**config.mk**
```make
export PLATFORM = sky130hd
export DESIGN_NAME = sync_crc16_frame_parser
export DESIGN_NICKNAME = d
export VERILOG_FILES = /design/src/design/scfp_pkg.sv /design/src/design/sync_crc16_frame_parser.sv /design/src/design/scfp_in_stage.sv /design/src/design/scfp_parser.sv /design/src/design/scfp_out_stage.sv
export SDC_FILE = /design/constraint.sdc
export NUM_CORES = 1
export LEC_CHECK = 0
export ABC_AREA = 1
export CORE_MARGIN = 2
export CORE_UTILIZATION = 30
export DETAILED_ROUTE_END_ITERATION = 8
export DONT_BUFFER_PORTS = 1
export PLACE_DENSITY_LB_ADDON = 0.1
export SYNTH_ARGS = -nofsm -noshare
export SYNTH_HDL_FRONTEND = slang
export SYNTH_SLANG_ARGS = --single-unit
```
**constraint.sdc**
```tcl
create_clock -name clk_i -period 5.7 [get_ports clk_i]
set_clock_uncertainty 0.2 [all_clocks]
set_input_delay 0.855 -clock clk_i [delete_from_list [all_inputs] [get_ports clk_i]]
set_output_delay 0.855 -clock clk_i [all_outputs]
set_load 0.005 [all_outputs]
```
**src/design/scfp_pkg.sv**
```systemverilog
// Package for the sync/CRC-16 frame parser.
// Holds phase encoding, framing constants, result struct and the CRC byte update.
// No dependencies.
package scfp_pkg;

  localparam logic [7:0]  SyncByte   = 8'hA5;
  localparam logic [15:0] CrcPoly    = 16'h1021;
  localparam logic [15:0] CrcInit    = 16'hFFFF;
  localparam logic [15:0] MaxLenRst  = 16'd512;
  localparam logic [2:0]  HdrLast    = 3'd5;

  typedef enum logic [2:0] {
    PH_SYNC1   = 3'd0,
    PH_SYNC2   = 3'd1,
    PH_HDR     = 3'd2,
    PH_PAYLOAD = 3'd3,
    PH_CRC     = 3'd4
  } phase_e;

  typedef enum logic {
    EV_PAYLOAD   = 1'b0,
    EV_FRAME_END = 1'b1
  } event_e;

  typedef struct packed {
    event_e      kind;
    logic [7:0]  data;
    logic [15:0] index;
    logic [7:0]  msg_type;
    logic [15:0] sequence_num;
    logic [15:0] length;
    logic        crc_good;
  } scfp_result_t;

  // CRC-16/CCITT-FALSE, MSB first, one byte
  function automatic logic [15:0] crc16_byte(input logic [15:0] crc, input logic [7:0] b);
    logic [15:0] c;
    c = crc ^ {b, 8'h00};
    for (int k = 0; k < 8; k++) begin
      if (c[15]) begin
        c = {c[14:0], 1'b0} ^ CrcPoly;
      end else begin
        c = {c[14:0], 1'b0};
      end
    end
    return c;
  endfunction

endpackage

```
**src/design/sync_crc16_frame_parser.sv**
```systemverilog
// Top level of the sync/CRC-16 frame parser: input register, parser, result register.
// Depends on scfp_pkg, scfp_in_stage, scfp_parser, scfp_out_stage.
//
//   channel | direction | handshake              | payload
//   rx      | in        | in_valid_i / in_stall_o | rx_byte_i
//   result  | out       | out_valid_o / out_stall_i | event_kind_o .. crc_good_o
//   config  | in        | cfg_we_i                | cfg_wdata_i (max payload length)
//
// One byte request per cycle while in_stall_o is low; a byte is held in the input register and
// its result, if any, is loaded into the result register when the parser takes the byte.
// The parser advances whenever the input register holds a byte and the result register is empty or being drained.
// Reset returns to sync hunt with the length limit at 512; held header fields clear.
// A stalled result holds the parser, which then stalls the input once its register is full.
module sync_crc16_frame_parser (
  input  logic        clk_i,
  input  logic        rst_ni,
  input  logic        in_valid_i,
  output logic        in_stall_o,
  input  logic [7:0]  rx_byte_i,
  input  logic        cfg_we_i,
  input  logic [15:0] cfg_wdata_i,
  output logic        out_valid_o,
  input  logic        out_stall_i,
  output logic        event_kind_o,
  output logic [7:0]  data_byte_o,
  output logic [15:0] byte_index_o,
  output logic [7:0]  message_type_o,
  output logic [15:0] sequence_res_o,
  output logic [15:0] payload_length_o,
  output logic        crc_good_o
);
  import scfp_pkg::*;

  logic         byte_valid;
  logic [7:0]   byte_val;
  logic         out_free;
  logic         step;
  logic         res_valid;
  scfp_result_t res;
  scfp_result_t res_out;

  assign step = byte_valid & out_free;

  scfp_in_stage u_in (
    .clk_i      (clk_i),
    .rst_ni     (rst_ni),
    .in_valid_i (in_valid_i),
    .in_stall_o (in_stall_o),
    .rx_byte_i  (rx_byte_i),
    .take_i     (step),
    .valid_o    (byte_valid),
    .byte_o     (byte_val)
  );

  scfp_parser u_parser (
    .clk_i       (clk_i),
    .rst_ni      (rst_ni),
    .cfg_we_i    (cfg_we_i),
    .cfg_wdata_i (cfg_wdata_i),
    .step_i      (step),
    .byte_i      (byte_val),
    .res_valid_o (res_valid),
    .res_o       (res)
  );

  scfp_out_stage u_out (
    .clk_i       (clk_i),
    .rst_ni      (rst_ni),
    .load_i      (step & res_valid),
    .res_i       (res),
    .out_stall_i (out_stall_i),
    .out_valid_o (out_valid_o),
    .free_o      (out_free),
    .res_o       (res_out)
  );

  assign event_kind_o     = res_out.kind;
  assign data_byte_o      = res_out.data;
  assign byte_index_o     = res_out.index;
  assign message_type_o   = res_out.msg_type;
  assign sequence_res_o   = res_out.sequence_num;
  assign payload_length_o = res_out.length;
  assign crc_good_o       = res_out.crc_good;

endmodule

```
**src/design/scfp_in_stage.sv**
```systemverilog
// Input register for the frame parser: holds one received byte request.
// Depends on nothing but the handshake from the parser stage.
module scfp_in_stage (
  input  logic       clk_i,
  input  logic       rst_ni,
  input  logic       in_valid_i,
  output logic       in_stall_o,
  input  logic [7:0] rx_byte_i,
  input  logic       take_i,
  output logic       valid_o,
  output logic [7:0] byte_o
);

  logic       valid_q;
  logic [7:0] byte_q;
  logic       load;

  assign in_stall_o = valid_q & ~take_i;
  assign load       = in_valid_i & ~in_stall_o;

  always_ff @(posedge clk_i or negedge rst_ni) begin
    if (!rst_ni) begin
      valid_q <= 1'b0;
    end else if (load) begin
      valid_q <= 1'b1;
    end else if (take_i) begin
      valid_q <= 1'b0;
    end
  end

  always_ff @(posedge clk_i) begin
    if (load) begin
      byte_q <= rx_byte_i;
    end
  end

  assign valid_o = valid_q;
  assign byte_o  = byte_q;

endmodule

```
**src/design/scfp_parser.sv**
```systemverilog
// Frame parse state, header fields, running CRC and length limit register.
// Uses scfp_pkg for phases, constants, result struct and crc16_byte.
module scfp_parser (
  input  logic                  clk_i,
  input  logic                  rst_ni,
  input  logic                  cfg_we_i,
  input  logic [15:0]           cfg_wdata_i,
  input  logic                  step_i,
  input  logic [7:0]            byte_i,
  output logic                  res_valid_o,
  output scfp_pkg::scfp_result_t res_o
);
  import scfp_pkg::*;

  phase_e      phase_q, phase_d;
  logic [2:0]  hdr_cnt_q, hdr_cnt_d;
  logic [7:0]  type_q, type_d;
  logic [15:0] seq_q, seq_d;
  logic [15:0] len_q, len_d;
  logic [15:0] pay_cnt_q, pay_cnt_d;
  logic        crc_cnt_q, crc_cnt_d;
  logic [7:0]  crc_hi_q, crc_hi_d;
  logic [15:0] crc_q, crc_d;
  logic [15:0] max_len_q;

  logic [15:0] crc_upd;
  logic [2:0]  hdr_next;
  logic        hdr_done;
  logic        too_long;
  logic [15:0] pay_next;
  logic        clear;

  assign crc_upd  = crc16_byte(crc_q, byte_i);
  assign hdr_next = hdr_cnt_q + 3'd1;
  assign hdr_done = (hdr_next >= HdrLast);
  // only looked at on the last header byte, which is the length low byte
  assign too_long = ({len_q[15:8], byte_i} > max_len_q);
  assign pay_next = pay_cnt_q + 16'd1;

  // next phase
  always_comb begin
    phase_d = phase_q;
    case (phase_q)
      PH_SYNC2: begin
        phase_d = (byte_i == SyncByte) ? PH_HDR : PH_SYNC1;
      end
      PH_HDR: begin
        if (hdr_done) begin
          if (too_long) begin
            phase_d = PH_SYNC1;
          end else begin
            phase_d = (len_d != 16'd0) ? PH_PAYLOAD : PH_CRC;
          end
        end
      end
      PH_PAYLOAD: begin
        if (pay_next >= len_q) begin
          phase_d = PH_CRC;
        end
      end
      PH_CRC: begin
        if (crc_cnt_q) begin
          phase_d = PH_SYNC1;
        end
      end
      default: begin
        phase_d = (byte_i == SyncByte) ? PH_SYNC2 : PH_SYNC1;
      end
    endcase
  end

  // datapath and result
  always_comb begin
    hdr_cnt_d   = hdr_cnt_q;
    type_d      = type_q;
    seq_d       = seq_q;
    len_d       = len_q;
    pay_cnt_d   = pay_cnt_q;
    crc_cnt_d   = crc_cnt_q;
    crc_hi_d    = crc_hi_q;
    crc_d       = crc_q;
    clear       = 1'b0;
    res_valid_o = 1'b0;
    res_o       = '{kind: EV_PAYLOAD, data: byte_i, index: pay_cnt_q, msg_type: type_q,
                    sequence_num: seq_q, length: len_q, crc_good: 1'b0};
    case (phase_q)
      PH_SYNC2: begin
        if (byte_i == SyncByte) begin
          hdr_cnt_d = 3'd0;
          crc_d     = CrcInit;
        end
      end
      PH_HDR: begin
        crc_d     = crc_upd;
        hdr_cnt_d = hdr_next;
        case (hdr_cnt_q)
          3'd0:    type_d = byte_i;
          3'd1:    seq_d  = {byte_i, seq_q[7:0]};
          3'd2:    seq_d  = {seq_q[15:8], byte_i};
          3'd3:    len_d  = {byte_i, len_q[7:0]};
          default: len_d  = {len_q[15:8], byte_i};
        endcase
        if (hdr_done) begin
          pay_cnt_d = 16'd0;
          crc_cnt_d = 1'b0;
          clear     = too_long;
        end
      end
      PH_PAYLOAD: begin
        crc_d       = crc_upd;
        pay_cnt_d   = pay_next;
        res_valid_o = 1'b1;
        if (pay_next >= len_q) begin
          crc_cnt_d = 1'b0;
        end
      end
      PH_CRC: begin
        if (!crc_cnt_q) begin
          crc_hi_d  = byte_i;
          crc_cnt_d = 1'b1;
        end else begin
          res_valid_o    = 1'b1;
          res_o.kind     = EV_FRAME_END;
          res_o.data     = 8'h00;
          res_o.index    = 16'h0000;
          res_o.crc_good = ({crc_hi_q, byte_i} == crc_q);
          clear          = 1'b1;
        end
      end
      default: begin
      end
    endcase
    if (clear) begin
      hdr_cnt_d = 3'd0;
      pay_cnt_d = 16'd0;
      crc_cnt_d = 1'b0;
      crc_hi_d  = 8'h00;
      crc_d     = CrcInit;
    end
  end

  always_ff @(posedge clk_i or negedge rst_ni) begin
    if (!rst_ni) begin
      phase_q   <= PH_SYNC1;
      hdr_cnt_q <= 3'd0;
      type_q    <= 8'h00;
      seq_q     <= 16'h0000;
      len_q     <= 16'h0000;
      pay_cnt_q <= 16'h0000;
      crc_cnt_q <= 1'b0;
      crc_hi_q  <= 8'h00;
      crc_q     <= CrcInit;
    end else if (step_i) begin
      phase_q   <= phase_d;
      hdr_cnt_q <= hdr_cnt_d;
      type_q    <= type_d;
      seq_q     <= seq_d;
      len_q     <= len_d;
      pay_cnt_q <= pay_cnt_d;
      crc_cnt_q <= crc_cnt_d;
      crc_hi_q  <= crc_hi_d;
      crc_q     <= crc_d;
    end
  end

  always_ff @(posedge clk_i or negedge rst_ni) begin
    if (!rst_ni) begin
      max_len_q <= MaxLenRst;
    end else if (cfg_we_i) begin
      max_len_q <= cfg_wdata_i;
    end
  end

endmodule

```
**src/design/scfp_out_stage.sv**
```systemverilog
// Result register for the frame parser.
// Uses scfp_pkg for the result struct.
module scfp_out_stage (
  input  logic                  clk_i,
  input  logic                  rst_ni,
  input  logic                  load_i,
  input  scfp_pkg::scfp_result_t res_i,
  input  logic                  out_stall_i,
  output logic                  out_valid_o,
  output logic                  free_o,
  output scfp_pkg::scfp_result_t res_o
);
  import scfp_pkg::*;

  logic         valid_q;
  scfp_result_t res_q;

  assign free_o = ~valid_q | ~out_stall_i;

  always_ff @(posedge clk_i or negedge rst_ni) begin
    if (!rst_ni) begin
      valid_q <= 1'b0;
    end else if (free_o) begin
      valid_q <= load_i;
    end
  end

  always_ff @(posedge clk_i) begin
    if (free_o && load_i) begin
      res_q <= res_i;
    end
  end

  assign out_valid_o = valid_q;
  assign res_o       = res_q;

endmodule
```
==> flow_metrics.tcl, run 1 <==
set metrics [dict create \
    setup_viol 0 \
    leakagePower_nw 4.24 \
    dieHeight_um 174 \
    io_pins 97 \
    drive_above_1_share 0.0921 \
    cp_slowest_cell "dfrtp_1" \
    syn_area_per_cell_um2 9.27 \
    fill_cells 3062 \
    core_region_area_mm2 0.0285 \
    worst_hold_path_type "input port to asynchronous set/reset pin" \
    start_kind "register" \
    route.detailed.drc 0 \
    cts.clk_slew.worst_paths_ns 0.08 \
    busiest_layer "met2" \
    syn_inst 936 \
    synth_nets 1003 \
    yosys_warnings 0 \
    dr_total_vias 5873 \
    start_util 0.304 \
    required_ns 5.87 \
    cts.htree.levels 4 \
    worst-path-buf-inv 0 \
    period_share 0.594 \
    finalNonFillerCells 1329 \
    io_buffers 0 \
    finalSetupTns_ns 0 \
    synth_edf_count 74 \
    cts_buffers 17 \
    grt_overflow_total 0 \
    path_delay_family "simple AND/OR/NAND/NOR gates" \
    power_density_mw_per_mm2 304 \
    hold_viol_final 0 \
    rows 62 \
    syn-cell-area_mm2 0.00867 \
    status "completed" \
    antenna_found_initial 0 \
    ir_worst_vdd_uv 148 \
    gr-usage-met1 0.207 \
    synth-seq-cells 179 \
    synthTopCellsByArea "edfxtp_1, dfrtp_1, nand2_1" \
    clkLatencyLatePin_ns 0.43 \
    wl_per_cell_um 16.3 \
    crit_path_max_fanout 5 \
    post_cts_resized 0 \
    gr-usage-all-layers 0.147 \
    grt_use_met3 0.0278 \
    die_area_mm2 0.0303 \
    yosys_most_used_dff "dfrtp_1" \
    clock-sinks 179 \
    ant_nets 0 \
    final_cell_area_mm2 0.00969 \
    grt_pass1_vias 5885 \
    wl_um 21600 \
    maxSlewViolCount 0 \
    via_per_inst 4.42 \
    drt_iter0_drc 420 \
    grt_pass1_wl_um 34400 \
    synth_cell_types 46 \
    dp_hpwl_um 14700 \
    root_buffer "clkbuf_16" \
    r2r_cells 18 \
    async_flop_share 0.587 \
    worstPathCellList "ha_1 > nand2_1 > nor2_1 > nand3_1 > nor2_1 > nand4_1 > nor2_1 > nand4_1 > and2_1 > ha_1 > nand2_1 > nor3_1 > nand2_1 > nand4_1 > nand2_1 > nor3_1 > nand2_1 > nand2_1" \
    areaGrowthSynthToFinish_pct 11.7 \
    drtPass1Iterations 6 \
    max_slew.worst_pin.slew_ns 0.991 \
    arrival_ns 3.55 \
    yosys.area.top_type "edfxtp_1" \
    die-width_um 174 \
    final_nets 999 \
    rsz0062_at_grt "no" \
    yosysSeqAreaShare 0.562 \
    clock.fmax_mhz 296 \
    total_power_w 0.00295 \
    fin_crit_ns 3.38 \
    placed_area_mm2 0.00905 \
    path_class "register to register" \
    grt_max_degree 89 \
    critPathCaptureType "register" \
    place_inst 1296 \
    use_met2 0.235 \
    slowest_delay_ns 0.42 \
    maxCapViolCount 0 \
    place.gp.congestion 0.777 \
    yosys.area.top_type_share 0.256 \
    crit_cells 18 \
    worst_path_most_repeated_cell "nand2_1" \
    clockBufferDepth 2 \
    antenna_cells 0 \
    cts_tree "done" \
    relSlewSlack 0.337 \
]
-- layer usage --
metal	wire length [um]	up-vias
met5	0	-
met4	201	0
met3	576	12
met2	9880	100
met1	11000	2747
li1	-	3014
-- what timing repair did --
action,in CTS,in global routing
hold buffers,1,0
setup buffers,0,0
hold endpoints to repair,88,0
-- where the power goes --
group / switching, W / total [W] / internal (W)
Sequential: 0.0000557 / 0.00145 / 0.00139
Combinational: 0.000153 / 0.000250 / 0.0000964
Clock: 0.000563 / 0.00125 / 0.000688
Total: 0.000773 / 0.00295 / 0.00218
-- cell families after synthesis --
kind of cell	count (synthesis)	share of synthesized area
AND/OR/NAND/NOR	435	0.209
multiplexers	1	0.00130
adder cells (fa/ha/maj)	38	0.0548
XOR/XNOR	40	0.0404
AO/OA/AOI/OAI	111	0.0716
flip-flops	179	0.562
buffers and inverters	132	0.0610
-- final cells by class --
cell class	instances	area, um^2	area share
Multi-Input combinational cell	625	3280	0.338
Timing Repair Buffer	4	50.0	0.00516
Sequential cell	179	4870	0.503
Clock buffer	19	453	0.0467
Inverter	105	394	0.0407
Clock inverter	13	163	0.0168
Tap cell	384	480	0.0496
-- sequential cells by signal, indices dropped and copies added, names as in the netlist --
name and flops:
u_in.byte_o 8, u_in.valid_o 1, u_out.out_valid_o 1, u_out.res_o 66
u_parser.crc_cnt_q 1, u_parser.crc_hi_q 8, u_parser.crc_q 16, u_parser.hdr_cnt_q 3
u_parser.len_q 16, u_parser.max_len_q 16, u_parser.pay_cnt_q 16, u_parser.phase_q 3
u_parser.seq_q 16, u_parser.type_q 8
-- synth_stat cells, types with 3 or more instances --
cell type	instances
nand2_1	306
inv_1	90
dfrtp_1	88
edfxtp_1	74
nor2_1	70
ha_1	38
o21ai_0	38
o21ai_1	35
xor2_1	23
nand3_1	20
dfstp_2	17
xnor2_1	17
a21oi_1	14
inv_2	14
buf_2	12
clkbuf_1	11
a31oi_1	9
nand4_1	9
nor3_1	7
nor3_2	4
nor4_1	4
a22oi_1	3
nor2_2	3
o22ai_1	3
-- layout by cell type, fill, tap and decap left out, types with 3 or more instances in the layout --
cell and n:
a22oi_1 3, o21ai_1 35, nand3_1 20, a31oi_1 9, buf_4 3, ha_1 38
nor3_2 4, inv_8 3, o21ai_0 38, nor4_1 4, nor2_1 69, inv_1 90
nand4_1 9, xnor2_1 17, xor2_1 23, dfrtp_1 88, nand2_1 306, clkbuf_16 17
clkinv_4 3, a21oi_1 14, inv_6 4, edfxtp_1 74, nor3_1 7, dfstp_2 17
nor2_2 3, o22ai_1 3, inv_2 14
-- through the flow --
step,worst slack [ns],hold slack [ns],util
after floorplan,0.863,0.225,-
after global placement,2.30,0.230,0.317
after detailed placement,2.25,0.233,0.317
after CTS,2.24,0.0404,0.339
after global routing,1.80,0.0343,0.339
final,2.32,0.0630,0.339
-- path summary, 6_finish.rpt --
kind | to | from | slack (ns)
min in group clk_i | u_out.res_o[31] | u_parser.seq_q[14] | 0.25
worst min-delay path | u_parser.crc_q[7] | rst_ni | 0.06
max in group asynchronous | u_parser.pay_cnt_q[4] | rst_ni | 4.73
worst max register to register | u_parser.phase_q[2] | u_parser.pay_cnt_q[0] | 2.32
worst max-delay path | u_parser.phase_q[2] | u_parser.pay_cnt_q[0] | 2.32
worst min register to register | u_out.res_o[31] | u_parser.seq_q[14] | 0.25
(Power assumes the default switching activity.)
==> inputs of run 2 (changes only) <==
--- a/config.mk
+++ b/config.mk
@@ -5,7 +5,7 @@
 export SDC_FILE = /design/constraint.sdc
 export NUM_CORES = 1
 export LEC_CHECK = 0
-export ABC_AREA = 1
+export ABC_AREA = 0
 export CORE_MARGIN = 2
 export CORE_UTILIZATION = 30
 export DETAILED_ROUTE_END_ITERATION = 8
==> constraint.sdc (replaced) <==
create_clock -name clk_i -period 3.42 [get_ports clk_i]
set_clock_uncertainty 0.2 [all_clocks]
set_input_delay 0.513 -clock clk_i [delete_from_list [all_inputs] [get_ports clk_i]]
set_output_delay 0.513 -clock clk_i [all_outputs]
set_load 0.005 [all_outputs]
==> run 2 against run 1 <==
Total power rose to 2.8 times the previous value. Maximum frequency grew 11%. Die area shrank 3.9%. Clock-buffer cell count shrank 2. Core utilization increased by 1.7 points. Largest power group unchanged. Area after synthesis decreased by 4.0%. Highest routed layer is now met5. Worst hold slack worse by 0.052 ns. Global-route usage down 0.78 points.
==> flow_metrics.tcl, run 2 <==
set metrics [dict create \
    start_kind "register" \
    clkLatencyLatePin_ns 0.43 \
    cts_tree "done" \
    rsz0062_at_grt "no" \
    syn_inst 664 \
    die_area_mm2 0.0291 \
    hold_slack_ns 0.0107 \
    clockBufferDepth 2 \
    hold_viol_final 0 \
    synth_commonest_cells "dfrtp_1, edfxtp_1, nand2_1" \
    maxUsedRoutingLayer "met5" \
    final_nets 764 \
    max_slew.worst_pin.slew_ns 0.728 \
    gr-usage-all-layers 0.139 \
    critPathCaptureType "register" \
    async_flop_share 0.587 \
    syn_area_per_cell_um2 12.5 \
    maxSlewViolCount 0 \
    synthTopCellsByArea "edfxtp_1, dfrtp_1, ha_1" \
    yosys_most_used_dff "dfrtp_1" \
    antenna_cells 0 \
    yosys_warnings 0 \
    worst-path-buf-inv 0 \
    die-width_um 171 \
    setup_viol 0 \
    wl_per_cell_um 17.8 \
    total_power_w 0.00812 \
    drt-met1-wl_um 9210 \
    worst_hold_path_type "input port to register" \
    wl_met2_um 8790 \
    synth_edf_count 74 \
    synth_nets 731 \
    dr_total_vias 5190 \
    finalSetupTns_ns 0 \
    core_region_area_mm2 0.0271 \
    drt_iter0_drc 345 \
    syn-cell-area_mm2 0.00833 \
    dp_hpwl_um 12900 \
    path_delay_family "simple AND/OR/NAND/NOR gates" \
    rrSetupSlack_ns 0.36 \
    path_class "register to register" \
    synth-seq-cells 179 \
    grt_pass1_wl_um 31100 \
    place.gp.congestion 0.829 \
    leakagePower_nw 3.92 \
    grt_pass1_vias 5419 \
    ant_nets 0 \
    route.detailed.drc 0 \
    arrival_ns 3.18 \
    fin_crit_ns 3.06 \
    p_sw_w 0.00293 \
    wl_um 19200 \
    io_buffers 0 \
    crit_path_max_fanout 6 \
    via_per_inst 4.80 \
    yosys.area.top_type "edfxtp_1" \
    netSwitchingFraction 0.360 \
    yosysMostFrequentCell "dfrtp_1" \
    yosys.area.top_type_share 0.267 \
    grt_max_degree 106 \
    cts.htree.levels 4 \
    relSlewSlack 0.513 \
    status "completed" \
    drive_above_1_share 0.187 \
    wl_met3_um 991 \
    power_frac_seq 0.430 \
    maxCapViolCount 0 \
    dieHeight_um 171 \
    clkPwrFrac 0.252 \
    layout_common_cells "dfrtp_1, edfxtp_1, nand2_1" \
    final_common_cell "dfrtp_1" \
    power_density_mw_per_mm2 840 \
    areaGrowthSynthToFinish_pct 16.1 \
    worstPathCellList "ha_1 > nand3_1 > nor2_1 > nand3_2 > nor2_1 > xnor2_1 > ha_1 > o21ai_0 > o2111ai_1 > nor3_2 > a211oi_2 > o21a_1" \
    required_ns 3.54 \
    p_int_w 0.00519 \
    largest_register_ff_count 66 \
    ir_worst_vdd_uv 310 \
    rows 60 \
    cts.clk_slew.worst_paths_ns 0.08 \
    grt_overflow_total 0 \
    cts_buffers 17 \
    clock.fmax_mhz 327 \
    clock-sinks 179 \
    io_pins 97 \
    period_share 0.895 \
    cp_slowest_cell "dfrtp_1" \
    start_util 0.307 \
    yosysSeqAreaShare 0.585 \
    power_frac_comb 0.318 \
    root_buffer "clkbuf_16" \
    fill_cells 2656 \
    antenna_found_initial 1 \
    synth_cell_types 62 \
    drtPass1Iterations 4 \
    slowest_delay_ns 0.42 \
]
## run 2: cell types whose count changed in the layout (fill, tap and decap cells not counted), moves of 18 or more
| cell | delta |
|---|---|
| nand2_1 | -250 |
| inv_1 | -50 |
| nor2_1 | -49 |
| o21ai_1 | -34 |
| mux2_2 | +30 |
| nor2b_1 | +24 |
| dlygate4sd3_1 | +20 |
| xnor2_1 | +20 |
| a22o_1 | +19 |
| buf_4 | +18 |
## run 2: what timing repair did
action / CTS / global route
endpoints found under the hold margin: 129 / 0
buffers inserted: 0 / 0
resized for setup: 0 / 5
setup endpoints to repair: 0 / 4
hold buffers: 21 / 0
## run 2: cells by family (layout without fill, tap and decap cells)
group           Yosys count  count (layout)  share of synthesized area
compound gates          133             133                      0.118
fa+ha+maj                38              38                     0.0571
xor+xnor                 55              55                     0.0579
simple gates            160             160                      0.102
mux                      31              31                     0.0419
flops                   179             179                      0.585
buf+inv                  68             114                     0.0383
## run 2: worst register-to-register path: stages, from the launching register on
cell,delay (ns)
dfrtp_1,0.42
ha_1,0.26
nand3_1,0.15
nor2_1,0.21
nand3_2,0.17
nor2_1,0.17
xnor2_1,0.17
ha_1,0.28
o21ai_0,0.16
o2111ai_1,0.17
nor3_2,0.26
a211oi_2,0.14
o21a_1,0.19
## run 2: routing by layer
metal | vias up | global-route usage
li1 | 2446 | -
met1 | 2590 | 0.192
met2 | 130 | 0.218
met3 | 22 | 0.0322
met4 | 2 | 0.0427
met5 | - | 0
## run 2: power groups by stage
stage	clock network (W)	registers (W)	logic (W)
after global routing	0.00220	0.00359	0.00290
after CTS	0.00211	0.00350	0.00262
after global placement	0	0.00354	0.00250
final	0.00205	0.00349	0.00258
after detailed placement	0	0.00355	0.00255
after floorplan	0	0.00335	0.00203
## run 2: cell type report
| type | count | area (um^2) | area share |
|---|---|---|---|
| Clock buffer | 17 | 425 | 0.0440 |
| Timing Repair Buffer | 42 | 385 | 0.0399 |
| Sequential cell | 179 | 4870 | 0.504 |
| Multi-Input combinational cell | 417 | 3160 | 0.327 |
| Clock inverter | 15 | 201 | 0.0208 |
| Inverter | 40 | 150 | 0.0155 |
| Tap cell | 372 | 465 | 0.0482 |
## run 2: final timing paths
| check | from | end | cells past startpoint |
|---|---|---|---|
| worst max-delay path | u_parser.pay_cnt_q[1] | u_parser.phase_q[2] | 12 |
| worst min-delay path | cfg_wdata_i[2] | u_parser.max_len_q[2] | 2 |
| worst max register to register | u_parser.pay_cnt_q[1] | u_parser.phase_q[2] | 12 |
| worst min register to register | u_parser.seq_q[6] | u_out.res_o[23] | 0 |
| max in group asynchronous | rst_ni | u_parser.pay_cnt_q[0] | 2 |
| min in group asynchronous | rst_ni | u_parser.seq_q[13] | 2 |
## run 2: per-stage QoR
| stage | setup WS [ns] | cell area, um^2 | cells | util |
|---|---|---|---|---|
| global route | 0.0404 | 9660 | 1082 | 0.357 |
| CTS | 0.158 | 9650 | 1082 | 0.356 |
| finish | 0.360 | 9660 | 1082 | 0.357 |
| floorplan | 0.0341 | 8330 | 664 | - |
| global placement | 0.293 | 8790 | 1029 | 0.324 |
| detailed placement | 0.186 | 8790 | 1029 | 0.324 |
==> inputs of run 3 (changes only) <==
--- a/config.mk
+++ b/config.mk
@@ -13,4 +13,5 @@
 export PLACE_DENSITY_LB_ADDON = 0.1
 export SYNTH_ARGS = -nofsm -noshare
 export SYNTH_HDL_FRONTEND = slang
+export SYNTH_HIERARCHICAL = 1
 export SYNTH_SLANG_ARGS = --single-unit
==> run 3 against run 2 <==
Flip-flop and latch count stayed put. Wire length is 5.7% higher. Synthesized cell count is 3.5% higher. Area after synthesis is 0.98% higher. Largest power group unchanged. Worst hold slack better by 0.012 ns. Global-route usage is 0.45 points higher. Critical path depth is 1 lower. Critical path type unchanged. Core utilization hardly changed. First-iteration DRC count is 9.6% lower. Worst setup slack worse by 0.20 ns.
==> flow_metrics.tcl, run 3 <==
set metrics [dict create \
    synth_compound_area_frac 0.112 \
    syn_inst 687 \
    p_int_w 0.00468 \
    start_util 0.303 \
    hold_slack_ns 0.0231 \
    async_flop_share 0.587 \
    clock.fmax_mhz 307 \
    synth_edf_count 74 \
    clkLatencyLatePin_ns 0.43 \
    critPathCaptureType "register" \
    yosys.area_share.simple 0.115 \
    place_ws_ns 0.153 \
    rrSetupSlack_ns 0.16 \
    p_sw_w 0.00236 \
    multi_input_area_mm2 0.00326 \
    slowest_delay_ns 0.46 \
    drive_above_1_share 0.173 \
    yosysMostFrequentCell "dfrtp_1" \
    antenna_found_initial 0 \
    total_power_w 0.00704 \
    root_buffer "clkbuf_16" \
    core_region_area_mm2 0.0277 \
    grt_pass1_vias 5561 \
    crit_path_max_fanout 7 \
    synth-seq-cells 179 \
    yosys.area.top_type "edfxtp_1" \
    gr-usage-all-layers 0.144 \
    fin_crit_ns 3.26 \
    drtPass1Iterations 5 \
    worst-path-buf-inv 0 \
    final_nets 795 \
    drt_iter0_drc 312 \
    synthAdderAreaFrac 0.0565 \
    hp-start "cfg_we_i" \
    muxShareOfSynthArea 0.0451 \
    place.gp.congestion 0.799 \
    finalSetupTns_ns 0 \
    wl_um 20300 \
    arrival_ns 3.36 \
    areaGrowthSynthToFinish_pct 17.6 \
    syn-cell-area_mm2 0.00841 \
    die_area_mm2 0.0294 \
    setup_viol 0 \
    layout_common_cells "dfrtp_1, edfxtp_1, nand2_1" \
    start_kind "register" \
    grt_max_degree 106 \
    grt_overflow_total 0 \
    max_slew.worst_pin.slew_ns 0.866 \
    r2r-start "u_parser/pay_cnt_q[8]" \
    finalNonFillerCells 1119 \
    ant_nets 0 \
    period_share 0.952 \
    maxCapViolCount 0 \
    worstPathCellList "nand4_1 > nor4_4 > and3_2 > xor2_1 > ha_1 > a21o_1 > a21o_1 > a211o_1 > a22oi_2 > mux2i_1 > nand2_1" \
    dieHeight_um 171 \
    route.detailed.drc 0 \
    io_buffers 0 \
    ir_worst_vdd_uv 292 \
    yosys.area.top_type_share 0.264 \
    power_frac_seq 0.471 \
    final_common_cell "dfrtp_1" \
    power_density_mw_per_mm2 712 \
    clockBufferDepth 2 \
    worst_path_most_repeated_cell "a21o_1" \
    antenna_cells 0 \
    maxSlewViolCount 0 \
    largest_register_ff_count 66 \
    relSlewSlack 0.421 \
    dr_total_vias 5411 \
    rows 61 \
    netSwitchingFraction 0.336 \
    cts_tree "done" \
    clock-sinks 179 \
    worst_slack_ns 0.163 \
    cts_buffers 17 \
    clkPwrFrac 0.281 \
    status "completed" \
    hold_viol_final 0 \
    required_ns 3.53 \
    dp_hpwl_um 13900 \
    cp_slowest_cell "dfrtp_1" \
    synth_cell_types 62 \
    yosys_most_used_dff "dfrtp_1" \
    yosys_warnings 6 \
    leakagePower_nw 4.00 \
    worst_hold_path_type "input port to register" \
    cts.htree.levels 4 \
    ff_latch_area_mm2 0.00487 \
    grt_pass1_wl_um 31900 \
    rsz0062_at_grt "no" \
    path_delay_family "simple AND/OR/NAND/NOR gates" \
    synthXorXnorAreaFrac 0.0573 \
    via_per_inst 4.84 \
    synth_top_family_by_area "simple AND/OR/NAND/NOR gates" \
    wl_per_cell_um 18.2 \
    syn_area_per_cell_um2 12.2 \
    path_class "register to register" \
    fill_cells 2716 \
    post_cts_buffers 0 \
    yosysSeqAreaShare 0.579 \
    io_pins 97 \
    synth_commonest_cells "dfrtp_1, edfxtp_1, nand2_1" \
    synth_nets 754 \
    synthTopCellsByArea "edfxtp_1, dfrtp_1, ha_1" \
    die-width_um 171 \
    place_inst 1061 \
    cts.clk_slew.worst_paths_ns 0.07 \
    crit_start "u_parser/pay_cnt_q[8]" \
    power_frac_comb 0.249 \
]
run 3: cell types whose count changed in the layout (fill, tap and decap cells not counted), moves of 5 or more:
| cell | change |
|---|---|
| a21oi_1 | +5 |
| a22oi_1 | -9 |
| xnor2_1 | -13 |
| a22o_1 | -7 |
| a2bb2oi_2 | -10 |
| and2_1 | +22 |
| nor2_1 | -5 |
| dlygate4sd3_1 | +5 |
| o32a_1 | +16 |
| xor2_1 | +13 |
| nor2b_1 | -13 |
| o21ai_0 | +10 |
run 3: worst register-to-register path, stage by stage, from the launching register on:
cell,delay (ns)
dfrtp_1,0.46
nand4_1,0.19
nor4_4,0.36
and3_2,0.29
xor2_1,0.17
ha_1,0.26
a21o_1,0.16
a21o_1,0.17
a211o_1,0.31
a22oi_2,0.27
mux2i_1,0.24
nand2_1,0.07
run 3: layout make-up:
| cell class | instances | area share |
|---|---|---|
| clock buffers | 17 | 0.0430 |
| clock inverters | 15 | 0.0178 |
| inverters | 39 | 0.0148 |
| well taps | 378 | 0.0478 |
| multi-input cells | 438 | 0.330 |
| flip-flops and latches | 179 | 0.493 |
| repair buffers | 53 | 0.0537 |
run 3: worst paths after layout:
kind                                                to  cells after the start
worst max-delay path               u_parser/phase_q[1]                     11
worst min-delay path            u_parser/max_len_q[13]                      2
worst max register to register     u_parser/phase_q[1]                     11
min in group asynchronous           u_parser/seq_q[15]                      2
worst min register to register         u_out/res_o[35]                      0
max in group asynchronous            u_parser/crc_q[1]                      2
run 3: power by group through the flow:
stage	logic [W]	registers (W)	clock network, W
after floorplan	0.00130	0.00319	0
after global placement	0.00166	0.00335	0
after detailed placement	0.00170	0.00337	0
after CTS	0.00176	0.00333	0.00205
after global routing	0.00196	0.00340	0.00214
final	0.00175	0.00331	0.00198
run 3: kinds of logic after synthesis:
group | count (synthesis)
flip-flops | 179
multiplexers | 34
XOR/XNOR | 55
AO/OA/AOI/OAI | 140
AND/OR/NAND/NOR | 171
buffers and inverters | 70
adder cells (fa/ha/maj) | 38
run 3: layer usage:
layer	global-route usage	vias to the layer above	part of all wire	routed length [um]
met2	0.222	163	0.45	9240
met4	0.0461	0	0.018	362
li1	-	2556	-	-
met3	0.0299	21	0.046	927
met1	0.202	2671	0.48	9810
met5	0	-	0	0
run 3: timing repair:
action / in CTS / in global routing
gates resized for setup: 0 / 4
endpoints found under the setup margin: 0 / 3
endpoints found under the hold margin: 131 / 0
hold buffers: 26 / 0
run 3: through the flow:
step,cell area (um^2),util
global route,9890,0.357
detailed placement,8990,0.325
finish,9890,0.357
floorplan,8420,-
CTS,9870,0.356
global placement,8990,0.325
